**src/rtl/core/lpga_pkg.sv**
```systemverilog
`default_nettype none
package lpga_pkg;

  localparam int MAX_SLOTS     = 256;
  localparam int INITIAL_SLOTS = 4;
  localparam int KEY_BITS      = 32;

  localparam int ID_W   = 32;
  localparam int SLOT_W = $clog2(MAX_SLOTS);
  localparam int ADDR_W = SLOT_W + 1;
  localparam int ORD_W  = 9;
  localparam int SIZE_W = 9;
  localparam int LOG_W  = $clog2(SLOT_W + 1);
  localparam int DEPTH  = 2 * MAX_SLOTS;
  localparam int INIT_LOG = $clog2(INITIAL_SLOTS);
  localparam int OUT_W  = 24;

  localparam logic [1:0] WR_CLR_INIT = 2'd0;
  localparam logic [1:0] WR_CLR_NEW  = 2'd1;
  localparam logic [1:0] WR_MOVE     = 2'd2;
  localparam logic [1:0] WR_INSERT   = 2'd3;

  typedef struct packed {
    logic             used;
    logic [ORD_W-1:0] order;
    logic [KEY_BITS-1:0] key;
  } entry_t;

  typedef struct packed {
    logic       start;
    logic       rd_en;
    logic       rd_scan;
    logic       use_new;
    logic       pos_next;
    logic       i_inc;
    logic       i_zero;
    logic       mv_latch;
    logic       grow_end;
    logic       wr_en;
    logic [1:0] wr_kind;
    logic       set_hit;
    logic       set_full;
    logic       out_load;
  } cmd_t;

  typedef struct packed {
    logic used;
    logic match;
    logic probe_last;
    logic grow_ok;
    logic clr_last;
    logic scan_last;
    logic init_last;
    logic out_free;
  } stat_t;

endpackage
`default_nettype wire

```
**src/rtl/core/lpga_ctrl.sv**
```systemverilog
`default_nettype none
module lpga_ctrl (
  input  wire logic           clk,
  input  wire logic           rst,
  input  wire logic           in_valid,
  output logic                in_ready,
  input  wire lpga_pkg::stat_t st,
  output lpga_pkg::cmd_t      cmd
);

  localparam logic [3:0] S_INIT = 4'd0;
  localparam logic [3:0] S_IDLE = 4'd1;
  localparam logic [3:0] S_RD   = 4'd2;
  localparam logic [3:0] S_CHK  = 4'd3;
  localparam logic [3:0] S_GCLR = 4'd4;
  localparam logic [3:0] S_GRD  = 4'd5;
  localparam logic [3:0] S_GCHK = 4'd6;
  localparam logic [3:0] S_MRD  = 4'd7;
  localparam logic [3:0] S_MCHK = 4'd8;
  localparam logic [3:0] S_DONE = 4'd9;

  logic [3:0] state, state_next;

  always_ff @(posedge clk) begin
    if (rst) begin
      state <= S_INIT;
    end else begin
      state <= state_next;
    end
  end

  always_comb begin
    cmd        = '0;
    state_next = state;
    in_ready   = 1'b0;
    unique case (state)
      S_INIT: begin
        cmd.wr_en   = 1'b1;
        cmd.wr_kind = lpga_pkg::WR_CLR_INIT;
        cmd.i_inc   = 1'b1;
        if (st.init_last) begin
          state_next = S_IDLE;
        end
      end
      S_IDLE: begin
        in_ready = 1'b1;
        if (in_valid) begin
          cmd.start  = 1'b1;
          state_next = S_RD;
        end
      end
      S_RD: begin
        cmd.rd_en  = 1'b1;
        state_next = S_CHK;
      end
      S_CHK: begin
        priority if (!st.used) begin
          if (st.grow_ok) begin
            cmd.i_zero = 1'b1;
            state_next = S_GCLR;
          end else begin
            cmd.wr_en   = 1'b1;
            cmd.wr_kind = lpga_pkg::WR_INSERT;
            state_next  = S_DONE;
          end
        end else if (st.match) begin
          cmd.set_hit = 1'b1;
          state_next  = S_DONE;
        end else if (st.probe_last) begin
          if (st.grow_ok) begin
            cmd.i_zero = 1'b1;
            state_next = S_GCLR;
          end else begin
            cmd.set_full = 1'b1;
            state_next   = S_DONE;
          end
        end else begin
          cmd.pos_next = 1'b1;
          state_next   = S_RD;
        end
      end
      S_GCLR: begin
        cmd.wr_en   = 1'b1;
        cmd.wr_kind = lpga_pkg::WR_CLR_NEW;
        if (st.clr_last) begin
          cmd.i_zero = 1'b1;
          state_next = S_GRD;
        end else begin
          cmd.i_inc = 1'b1;
        end
      end
      S_GRD: begin
        cmd.rd_en   = 1'b1;
        cmd.rd_scan = 1'b1;
        state_next  = S_GCHK;
      end
      S_GCHK: begin
        if (st.used) begin
          cmd.mv_latch = 1'b1;
          state_next   = S_MRD;
        end else if (st.scan_last) begin
          cmd.grow_end = 1'b1;
          state_next   = S_RD;
        end else begin
          cmd.i_inc  = 1'b1;
          state_next = S_GRD;
        end
      end
      S_MRD: begin
        cmd.rd_en   = 1'b1;
        cmd.use_new = 1'b1;
        state_next  = S_MCHK;
      end
      S_MCHK: begin
        cmd.use_new = 1'b1;
        if (!st.used) begin
          cmd.wr_en   = 1'b1;
          cmd.wr_kind = lpga_pkg::WR_MOVE;
          if (st.scan_last) begin
            cmd.grow_end = 1'b1;
            state_next   = S_RD;
          end else begin
            cmd.i_inc  = 1'b1;
            state_next = S_GRD;
          end
        end else begin
          cmd.pos_next = 1'b1;
          state_next   = S_MRD;
        end
      end
      S_DONE: begin
        if (st.out_free) begin
          cmd.out_load = 1'b1;
          state_next   = S_IDLE;
        end
      end
      default: begin
        state_next = S_INIT;
      end
    endcase
  end

endmodule
`default_nettype wire

```
**config.mk**
```make
export PLATFORM = sky130hd
export DESIGN_NAME = lpga_ctrl
export DESIGN_NICKNAME = d
export VERILOG_FILES = /design/src/rtl/core/lpga_pkg.sv /design/src/rtl/core/lpga_ctrl.sv
export SDC_FILE = /design/constraint.sdc
export NUM_CORES = 1
export LEC_CHECK = 0
export ABC_AREA = 1
export BUFFER_PORTS_ARGS = -buffer_cell sky130_fd_sc_hd__buf_2
export CORE_MARGIN = 2
export CORE_UTILIZATION = 35
export DETAILED_ROUTE_END_ITERATION = 12
export HOLD_SLACK_MARGIN = 0.12
export PLACE_DENSITY = 0.65
export RECOVER_POWER = 100
export SLEW_MARGIN = 15
export SYNTH_ARGS = -nofsm -noshare
export SYNTH_HDL_FRONTEND = slang
export SYNTH_SLANG_ARGS = --single-unit
export TNS_END_PERCENT = 20
```
**constraint.sdc**
```tcl
create_clock -name clk -period 1.6 [get_ports clk]
set_input_delay 0.08 -clock clk [delete_from_list [all_inputs] [get_ports clk]]
set_output_delay 0.08 -clock clk [all_outputs]
set_load 0.03 [all_outputs]
```
* Yosys cells after proc, flatten, opt, wreduce, memory -nomap -nowiden
Index checks and enable logic that the tools add are counted.
** Storage, ports and cells
- Input port bits :: 11
- Bits in registers :: 4
- Memory bits (writable) :: 0
- Memories kept :: 0
- Logic and storage cells :: 67
- Bits in latches :: 0
- Bits in read-only memories :: 0
** Operators by class
- Div/mod/pow operators :: 0
- Reductions and logical operators :: 5
- Shift operators :: 0
- Multiplexer cells :: 48
- Magnitude comparators :: 0
- Add/subtract/negate cells :: 0
- Equal/unequal tests :: 13
- $mul :: 0
- Bitwise logic cells :: 0
** Operators by type and width (number)
- two-way mux 4 bit :: 9
- case mux 4 bit (9 select lines) :: 1
- two-way mux 1 bit :: 27
- == test 4 x 3 -> 1 bit (second input constant) :: 4
- two-way mux 3 bit :: 4
- case mux 3 bit (4 select lines) :: 1
- == test 4 x 2 -> 1 bit (second input constant) :: 2
- == test 4 bit (second input constant) :: 2
- inequality test 2 bit (second input constant) :: 4
- case mux 1 bit (2 select lines) :: 3
- == test 4 x 1 -> 1 bit (second input constant) :: 1
- logical NOT 4 bit :: 1
- two-way mux 2 bit :: 2
- AND reduction 4 bit :: 1
- OR reduction 2 bit :: 2
- case mux 1 bit (3 select lines) :: 1
- OR reduction 3 bit :: 1

* Logic depth before layout (Yosys ltp)
Gate-level depths: netlist of run 1.
- Depth after elaboration :: 5
- Mapped depth :: 8
- Gate-level depth less buffers :: 8

* Worst setup path after synthesis of run 1
OpenSTA, ideal clock, no wires.
- Kind :: register to output
- From :: register state[3]
- To :: output cmd[9] (netlist bit)
- Data required time :: 1.520 ns
- Slack :: 0.001 ns
- Cell stages (with the launch flop) :: 7
- Buffers on the path :: 0
- Arrival :: 1.519 ns
- Cells stage by stage :: dfxtp_1 inv_2 nor2_1 nand2_1 nand2_1 inv_1 o31ai_1
** RTL lines
- start: declaration :: line lpga_ctrl.sv:22 : logic [3:0] state, state_next;
- start signal: assignment :: line lpga_ctrl.sv:28 : state <= state_next;
- end: declaration :: line lpga_ctrl.sv:8 : output lpga_pkg::cmd_t cmd

==> results.ini, run 1 <==
[setup_path]
critPathKind = register to output port
cp_slowest_stage_delay_ns = 0.35
cp-startpoint = state[3]
endpoint_kind = output port
worstPathRequired_ns = 1.52
startpoint_type = register
path_max_fanout = 5
crit_arrival_ns = 1.40
crit_top_cell = nand2_1
cp_top_family = flip-flops
cpMaxStageDelayCell = dfxtp_2
crit_chain = inv_2, nor2_1, nand2_1, nand2_1, inv_1, o31ai_2, buf_4
timing.rr.start = state[2]
crit_buf_inv = 3

[floorplan]
num_io_pins = 27
die_y_um = 41.7
die-area_um2 = 1740
core_area_um2 = 1320
rows = 13
die_x_um = 41.7
start_util_pct = 37.8

[global_routing]
grt_pass1_wl_um = 2270
use_met1_pct = 21.3
grt_usage_pct = 16.1
met2_usage_pct = 27.5
grt_max_degree = 9
antenna_found_initial = 0
met3_usage_pct = 1.74
gr-total-overflow = 0
grt_pass1_vias = 564
busiest_layer = met2

[logic_synthesis]
yosys.area.top_type_share_pct = 21.9
yosysWarnings = 0
synthTopCellsByCount = nand2_1, inv_1, nor2_1, nand3_1
syn_area_um2 = 498
synth_seq_cells = 4
synthDistinctLibCells = 19
synthArstFlopShare_pct = 0
synth_edf_count = 0
synth_nets = 107
ys.flop_type = dfxtp_1
synth_area_leaders = nand2_1, dfxtp_1, inv_1, nor2_1, nand3_1
yosysMostFrequentCell = nand2_1
syn_avg_cell_area_um2 = 5.19
yosysSeqAreaShare_pct = 16.1
synth_top_area_cell = nand2_1
synth_cells = 96

[drt]
postRouteWirelength_um = 1290
ant_nets = 0
drc = 0
vias = 683
drtIter0Drc = 15
dr.pass1.iters = 4
vias_per_cell = 4.88
detail_route.wl_per_cell_um = 9.18

[layout]
nFillCells = 150
top_regs = state: 4 flops
syn2layout_area_growth_pct = 39.2
multiInputGateArea_um2 = 354
diodes = 0
seqCellArea_um2 = 83.8
drive_gt1_share_pct = 37.6
largest_register = state
fin_nets = 138
largest_reg_flops = 4

[hold_path]
hold_start = in_valid
hold_class = primary input to register

[timing]
rsz0062_at_grt = true
finalCritPeriodShare_pct = 92.3
final_hold_viol_count = 0
post-route-min-period_ns = 1.48
skew_ns = 0.00690
slew_viol_final = 0
hold_slack_ns = 0.232
setup_viol_count_final = 0
maxSlewHeadroom_pct = 85.8
worst_pin_slew_ns = 0.213
fmax_mhz = 677

[clocking]
cts_buffers = 3
htree_levels = 1
cts_tree = yes
clkTransAtPathRegs_ns = 0.04
clk_path_buf_depth = 2
postCtsSetupRepairBufs = 0
root_buffer = clkbuf_4
cts_sinks = 4
clk_latency_ns = 0.24

[placement]
port_buffers = 26
gp_congestion = 0.823
dp_hpwl_um = 1100

[pwr]
power_uw = 735
ir_drop_uv = 477
powerDensity_nw_per_um2 = 1060
leakagePower_uw = 0.000422

[status]
status = completed

[flow_run]
maxCapViolations = 0

==> logic make-up (layout without fill, tap and decap cells) <==
logic type | after synthesis | after routing | share of synthesized area (%)
flops | 4 | 4 | 16.1
compound gates | 8 | 8 | 9.80
simple gates | 64 | 64 | 58.8
buf+inv | 20 | 49 | 15.3
==> cells in the final DEF, fill, tap and decap left out, types with 4 or more instances in the layout <==
master,instances
o21ai_0,4
nand3_1,7
nor2_2,4
buf_2,25
nand2_1,29
inv_1,16
nor2_1,13
==> power breakdown <==
group | internal [µW] | switching, µW
Clock | 83.8 | 40.0
Combinational | 153 | 305
Sequential | 121 | 31.4
==> worst reg2reg max path: stages, from the launching register on <==
cell	delay (ns)
dfxtp_1	0.32
inv_1	0.14
nand2_1	0.11
nor2_1	0.13
nand2_1	0.09
nand2_1	0.11
nor2_2	0.05
nand2_1	0.06
nor2_1	0.04
==> what timing repair did <==
| action | CTS | global route |
|---|---|---|
| gates resized for setup | 0 | 8 |
| setup endpoints to repair | 0 | 3 |
| hold buffers | 1 | 0 |
| endpoints found under the hold margin | 2 | 0 |
==> layout make-up <==
| class | instances | area share (%) |
|---|---|---|
| clock buffers | 3 | 3.25 |
| inverters | 19 | 10.3 |
| multi-input cells | 72 | 51.1 |
| flip-flops and latches | 4 | 12.1 |
| well taps | 15 | 2.71 |
| repair buffers | 27 | 20.6 |
==> layer usage <==
layer	vias to the layer above	share of wire (%)
li1	357	-
met1	296	43
met2	28	47
met3	2	8.2
met4	0	0.86
met5	-	0
==> metrics by stage <==
stage	utilization, %	setup TNS, ns	instances	instance area (µm²)	setup WS (ns)
5_1_grt	52.6	-0.000680	140	693	-0.000680
4_1_cts	51.2	0	140	674	0.0498
3_5_place_dp	48.7	0	136	642	0.286
3_3_place_gp	48.7	0	136	642	0.262
2_1_floorplan	-	0	96	498	0.000653
6_report	52.6	0	140	693	0.124
==> path summary, 6_finish.rpt <==
kind	endpoint	slack [ns]	cells past startpoint
setup / recovery	cmd[9]	0.12	7
hold / removal	state[0]	0.23	6
setup reg to reg	state[1]	0.44	8
hold reg to reg	state[2]	0.63	3
No activity file was read; power rests on OpenSTA's default activity.
==> run 2, diff against run 1 <==
==> constraint.sdc (replaced) <==
create_clock -name clk -period 1.5 [get_ports clk]
set_input_delay 0.075 -clock clk [delete_from_list [all_inputs] [get_ports clk]]
set_output_delay 0.075 -clock clk [all_outputs]
set_load 0.03 [all_outputs]
==> run 2 against run 1 <==
  * Final area rose by 9.2%
  * First-iteration DRC count fell by 47%
  * Die area did not move
==> results.ini, run 2 (same netlist as run 1, synthesis figures left out) <==
[status]
status = completed

[clocking]
clk_path_buf_depth = 2  ; unchanged
clkTransAtPathRegs_ns = 0.04  ; about the same
root_buffer = clkbuf_4
cts_buffers = 3  ; unchanged
cts_tree = yes
clk_latency_ns = 0.23  ; about the same
htree_levels = 1  ; unchanged
cts_sinks = 4  ; unchanged

[pwr]
p_switching_uw = 422  ; +12%
power_uw = 817  ; +11%
switching_share_pct = 51.6  ; +0.40 points
ir_drop_uv = 673  ; +41%
powerDensity_nw_per_um2 = 1080  ; +1.8%
p_seq_share_pct = 21.9  ; +1.1 points
leakagePower_uw = 0.000433  ; +2.6%
comb_power_share_pct = 62.2  ; about the same
p_clk_share_pct = 15.8  ; -1.0 points
intPower_uw = 395  ; +10%

[floorplan]
start_util_pct = 37.8  ; unchanged
die-area_um2 = 1740  ; unchanged
core_area_um2 = 1320  ; unchanged
die_y_um = 41.7  ; unchanged
die_x_um = 41.7  ; unchanged
rows = 13  ; unchanged
num_io_pins = 27  ; unchanged

[timing]
fmax_mhz = 706
rsz0062_at_grt = true
skew_ns = 0.00515  ; -0.00175 ns
post-route-min-period_ns = 1.42
maxSlewHeadroom_pct = 86.2  ; +0.43 points
final_hold_viol_count = 0  ; unchanged
finalCritPeriodShare_pct = 94.4
setup_viol_count_final = 0  ; unchanged
worst_pin_slew_ns = 0.206  ; -0.00650 ns
hold_slack_ns = 0.245  ; +0.0123 ns
slew_viol_final = 0  ; unchanged

[setup_path]
endpoint_kind = output port
r2r_setup_slack_ns = 0.27  ; -0.17 ns
worstPathRequired_ns = 1.42  ; -0.10 ns
critPathKind = register to output port
crit_arrival_ns = 1.34  ; -0.06 ns
path_max_fanout = 7  ; +2
startpoint_type = register

[placement]
dp_hpwl_um = 1100  ; -0.15%
dp_cells = 136  ; unchanged
port_buffers = 26  ; unchanged
gp_congestion = 0.885  ; +7.6%

[layout]
largest_register = state
syn2layout_area_growth_pct = 52.0
layout_commonest_cell = nand2_1
fin_util_pct = 57.5  ; +4.8 points
fin_nets = 139  ; +0.72%
largest_reg_flops = 4  ; unchanged
top_regs = state: 4 flops
drive_gt1_share_pct = 44.4  ; +6.8 points
instances_no_fill = 141  ; +0.71%
final_cell_mix = nand2_1, buf_2, inv_1
diodes = 0  ; unchanged

[drt]
vias = 682  ; -0.15%
detail_route.wl_per_cell_um = 9.66  ; +5.2%
drc = 0  ; unchanged
drtIter0Drc = 8  ; -7
vias_per_cell = 4.84  ; -0.85%
ant_nets = 0  ; unchanged
postRouteWirelength_um = 1360  ; +6.0%
dr.pass1.iters = 4  ; unchanged

[global_routing]
gr-total-overflow = 0  ; unchanged
grt_max_degree = 9  ; unchanged
grt_usage_pct = 16.8  ; +0.70 points
antenna_found_initial = 0  ; unchanged
grt_pass1_vias = 608  ; +7.8%
grt_pass1_wl_um = 2320  ; +2.1%

[hold_path]
hold_class = primary input to register

[flow_run]
maxCapViolations = 0  ; unchanged

[run 2: cell types whose count changed in the layout (fill, tap and decap cells not counted), moves of 2 or more]
cell,delta
nor2_4,+5
buf_4,+2
nor2_1,-2
nand2_1,-4
dfxtp_2,-3
nor2_2,-3
dfxtp_4,+4
nand2_2,+4
[run 2: worst max-delay path: stages (launching register included)]
cell	delay, ns
dfxtp_4	0.40
nand2_1	0.11
nor2_4	0.16
inv_1	0.07
nor3_1	0.14
buf_2	0.22
[run 2: worst paths after layout]
check	cells after the start	start	endpoint
setup / recovery	5	state[0]	cmd[1]
hold / removal	6	in_valid	state[0]
setup reg to reg	7	state[0]	state[2]
hold reg to reg	3	state[1]	state[2]
[run 2: what timing repair did]
| action | CTS | global route |
|---|---|---|
| endpoints found under the setup margin | 4 | 4 |
| hold buffers | 1 | 0 |
| gates resized for setup | 7 | 19 |
| endpoints found under the hold margin | 2 | 0 |
| buffers inserted | 0 | 1 |
| pin swaps | 0 | 2 |
[run 2: area by class of cell]
type,count,area (µm²)
Sequential cell,4,95.1
Fill cell,144,561
Clock buffer,3,22.5
Tap cell,15,18.8
Inverter,19,73.8
Timing Repair Buffer,28,153
Multi-Input combinational cell,72,394
[run 2: stage by stage]
stage / worst slack, ns / setup TNS, ns / area [µm²]
6_report: 0.0841 / 0 / 757
5_1_grt: -0.0194 / -0.0213 / 757
4_1_cts: 0.0000708 / 0 / 693
3_5_place_dp: 0.177 / 0 / 647
3_3_place_gp: 0.153 / 0 / 647
2_1_floorplan: 0.00943 / 0 / 503
[run 2: routing by layer]
layer	GRT usage [%]	vias up	wire [µm]
li1	-	364	-
met1	18.1	298	548
met2	30.9	20	752
met3	3.04	0	61
met4	7.74	0	0
met5	0	-	0
[run 2: power by group through the flow]
stage	clock [µW]	sequential [µW]	combinational, µW
floorplan	0	152	363
global placement	0	156	474
detailed placement	0	157	471
CTS	139	162	488
global route	152	183	565
finish	129	179	508
==> run 3, diff against run 2 <==
==> constraint.sdc (replaced) <==
create_clock -name clk -period 1.4 [get_ports clk]
set_input_delay 0.07 -clock clk [delete_from_list [all_inputs] [get_ports clk]]
set_output_delay 0.07 -clock clk [all_outputs]
set_load 0.03 [all_outputs]
==> run 3 against run 2 <==
  * The flow now finishes with violations (negative setup slack)
  * Final cell count grew 2.8%
  * Largest cell class unchanged
  * Total power grew 11%
  * Worst setup slack lost 0.090 ns
  * Largest power group unchanged
  * Highest routed layer is now met4
==> results.ini, run 3 (same netlist as run 1, synthesis figures left out) <==
[timing]
setup_ws_ns = -0.00552  ; -0.0896 ns
worst_pin_slew_ns = 0.208  ; +0.00138 ns
final_hold_viol_count = 0  ; unchanged
maxSlewHeadroom_pct = 86.2  ; -0.092 points
rsz0062_at_grt = true
skew_ns = 0.00520  ; +0.0000523 ns
slew_viol_final = 0  ; unchanged
fmax_mhz = 711
fin_setup_tns_ns = -0.00552  ; -0.00552 ns
post-route-min-period_ns = 1.41
setup_viol_count_final = 1  ; +1
finalCritPeriodShare_pct = 100

[layout]
fin_area_um2 = 823  ; +8.8%
diodes = 0  ; unchanged
drive_gt1_share_pct = 48.5  ; +4.0 points
largest_register = state
fin_nets = 143  ; +2.9%
final_cell_mix = nand2_1, buf_2, inv_1
instances_no_fill = 145  ; +2.8%
top_regs = state: 4 flops
syn2layout_area_growth_pct = 65.3
layout_commonest_cell = nand2_1
largest_reg_flops = 4  ; unchanged

[drt]
drtIter0Drc = 15  ; +7
vias_per_cell = 4.91  ; +1.5%
drc = 0  ; unchanged
postRouteWirelength_um = 1520  ; +12%
ant_nets = 0  ; unchanged
detail_route.wl_per_cell_um = 10.5  ; +8.7%
vias = 712  ; +4.4%
dr.pass1.iters = 4  ; unchanged

[pwr]
leakagePower_uw = 0.000455  ; +5.3%
powerDensity_nw_per_um2 = 1100  ; +2.1%
power_uw = 907  ; +11%
ir_drop_uv = 733  ; +9.0%

[hold_path]
hold_class = primary input to register

[placement]
placed_area_um2 = 647  ; unchanged
dp_cells = 136  ; unchanged
port_buffers = 26  ; unchanged
dp_hpwl_um = 1100  ; unchanged
gp_congestion = 0.885  ; unchanged
place_ws_ns = 0.0816  ; -0.0950 ns

[clocking]
clk_path_buf_depth = 2  ; unchanged
cts_sinks = 4  ; unchanged
clkTransAtPathRegs_ns = 0.04  ; about the same
cts_buffers = 3  ; unchanged
root_buffer = clkbuf_4
cts_tree = yes
htree_levels = 1  ; unchanged
clk_latency_ns = 0.23  ; about the same

[global_routing]
grt_pass1_wl_um = 2780  ; +20%
grt_usage_pct = 20.2  ; +3.4 points
grt_max_degree = 9  ; unchanged
grt_pass1_vias = 700  ; +15%
gr-total-overflow = 0  ; unchanged
antenna_found_initial = 0  ; unchanged

[floorplan]
die_y_um = 41.7  ; unchanged
start_util_pct = 37.8  ; unchanged
num_io_pins = 27  ; unchanged
die-area_um2 = 1740  ; unchanged
core_area_um2 = 1320  ; unchanged
die_x_um = 41.7  ; unchanged
rows = 13  ; unchanged

[setup_path]
cp-startpoint = state[3]
crit_buf_inv = 3  ; +1
worstPathRequired_ns = 1.33  ; -0.09 ns
cp_slowest_stage_delay_ns = 0.38  ; -0.02 ns
reg2regPathDepth = 10  ; +3
critPathCapture = cmd[9]
path_depth = 7  ; +2
crit_arrival_ns = 1.34  ; about the same
startpoint_type = register
endpoint_kind = output port
path_max_fanout = 5  ; -2
cp_top_family = flip-flops
timing.rr.end = state[1]
crit_top_cell = nand2_2
cpMaxStageDelayCell = dfxtp_4
crit_chain = inv_6, nor2_4, nand2_2, nand2_2, inv_2, o31ai_2, buf_4
r2r_setup_slack_ns = 0.11  ; -0.16 ns
critPathKind = register to output port
timing.rr.start = state[3]

[status]
status = finished with violations
violations = negative setup slack

[flow_run]
maxCapViolations = 0  ; unchanged

==> run 3: how the worst min path moves through the flow <==
stage	from	end	slack (ns)	cells past startpoint
after global placement	rst	state[0]	0.26	2
after detailed placement	rst	state[0]	0.26	2
after global routing	in_valid	state[0]	0.28	6
after CTS	in_valid	state[0]	0.23	6
after floorplan	rst	state[0]	0.13	1
final	in_valid	state[0]	0.24	6
==> run 3: metrics by stage <==
step	hold WS (ns)	util (%)
6_report	0.243	62.5
3_3_place_gp	0.259	49.1
3_5_place_dp	0.263	49.1
4_1_cts	0.231	59.4
2_1_floorplan	0.132	-
5_1_grt	0.278	62.5
==> run 3: what timing repair did <==
| item | CTS | global route |
|---|---|---|
| pin swaps | 5 | 8 |
| hold endpoints to repair | 4 | 0 |
| hold buffers | 1 | 0 |
| gates resized for setup | 24 | 21 |
| endpoints found under the setup margin | 9 | 13 |
| buffers inserted | 6 | 0 |
==> run 3: worst reg2reg max path, delay by kind of cell, from the launching register on <==
family / cells / cell delay [ns]
AND/OR/NAND/NOR: 6 / 0.42
flip-flops: 1 / 0.36
AO/OA/AOI/OAI: 1 / 0.07
buffers and inverters: 3 / 0.34
==> run 3: layer usage <==
layer,share of wire (%),GRT usage [%]
met2,56,37.5
met3,3.4,4.35
met5,0,0
met4,3.0,9.68
met1,38,21.0
==> run 3: layout make-up <==
class / count / area, µm²
fillers: 139 / 494
multi-input cells: 72 / 402
repair buffers: 32 / 204
flip-flops and latches: 4 / 95.1
inverters: 19 / 81.3
clock buffers: 3 / 22.5
well taps: 15 / 18.8
==> run 3: power breakdown <==
group	switching, µW	internal, µW
logic	370	204
registers	52.3	142
clock network	43.1	95.6
total	465	442
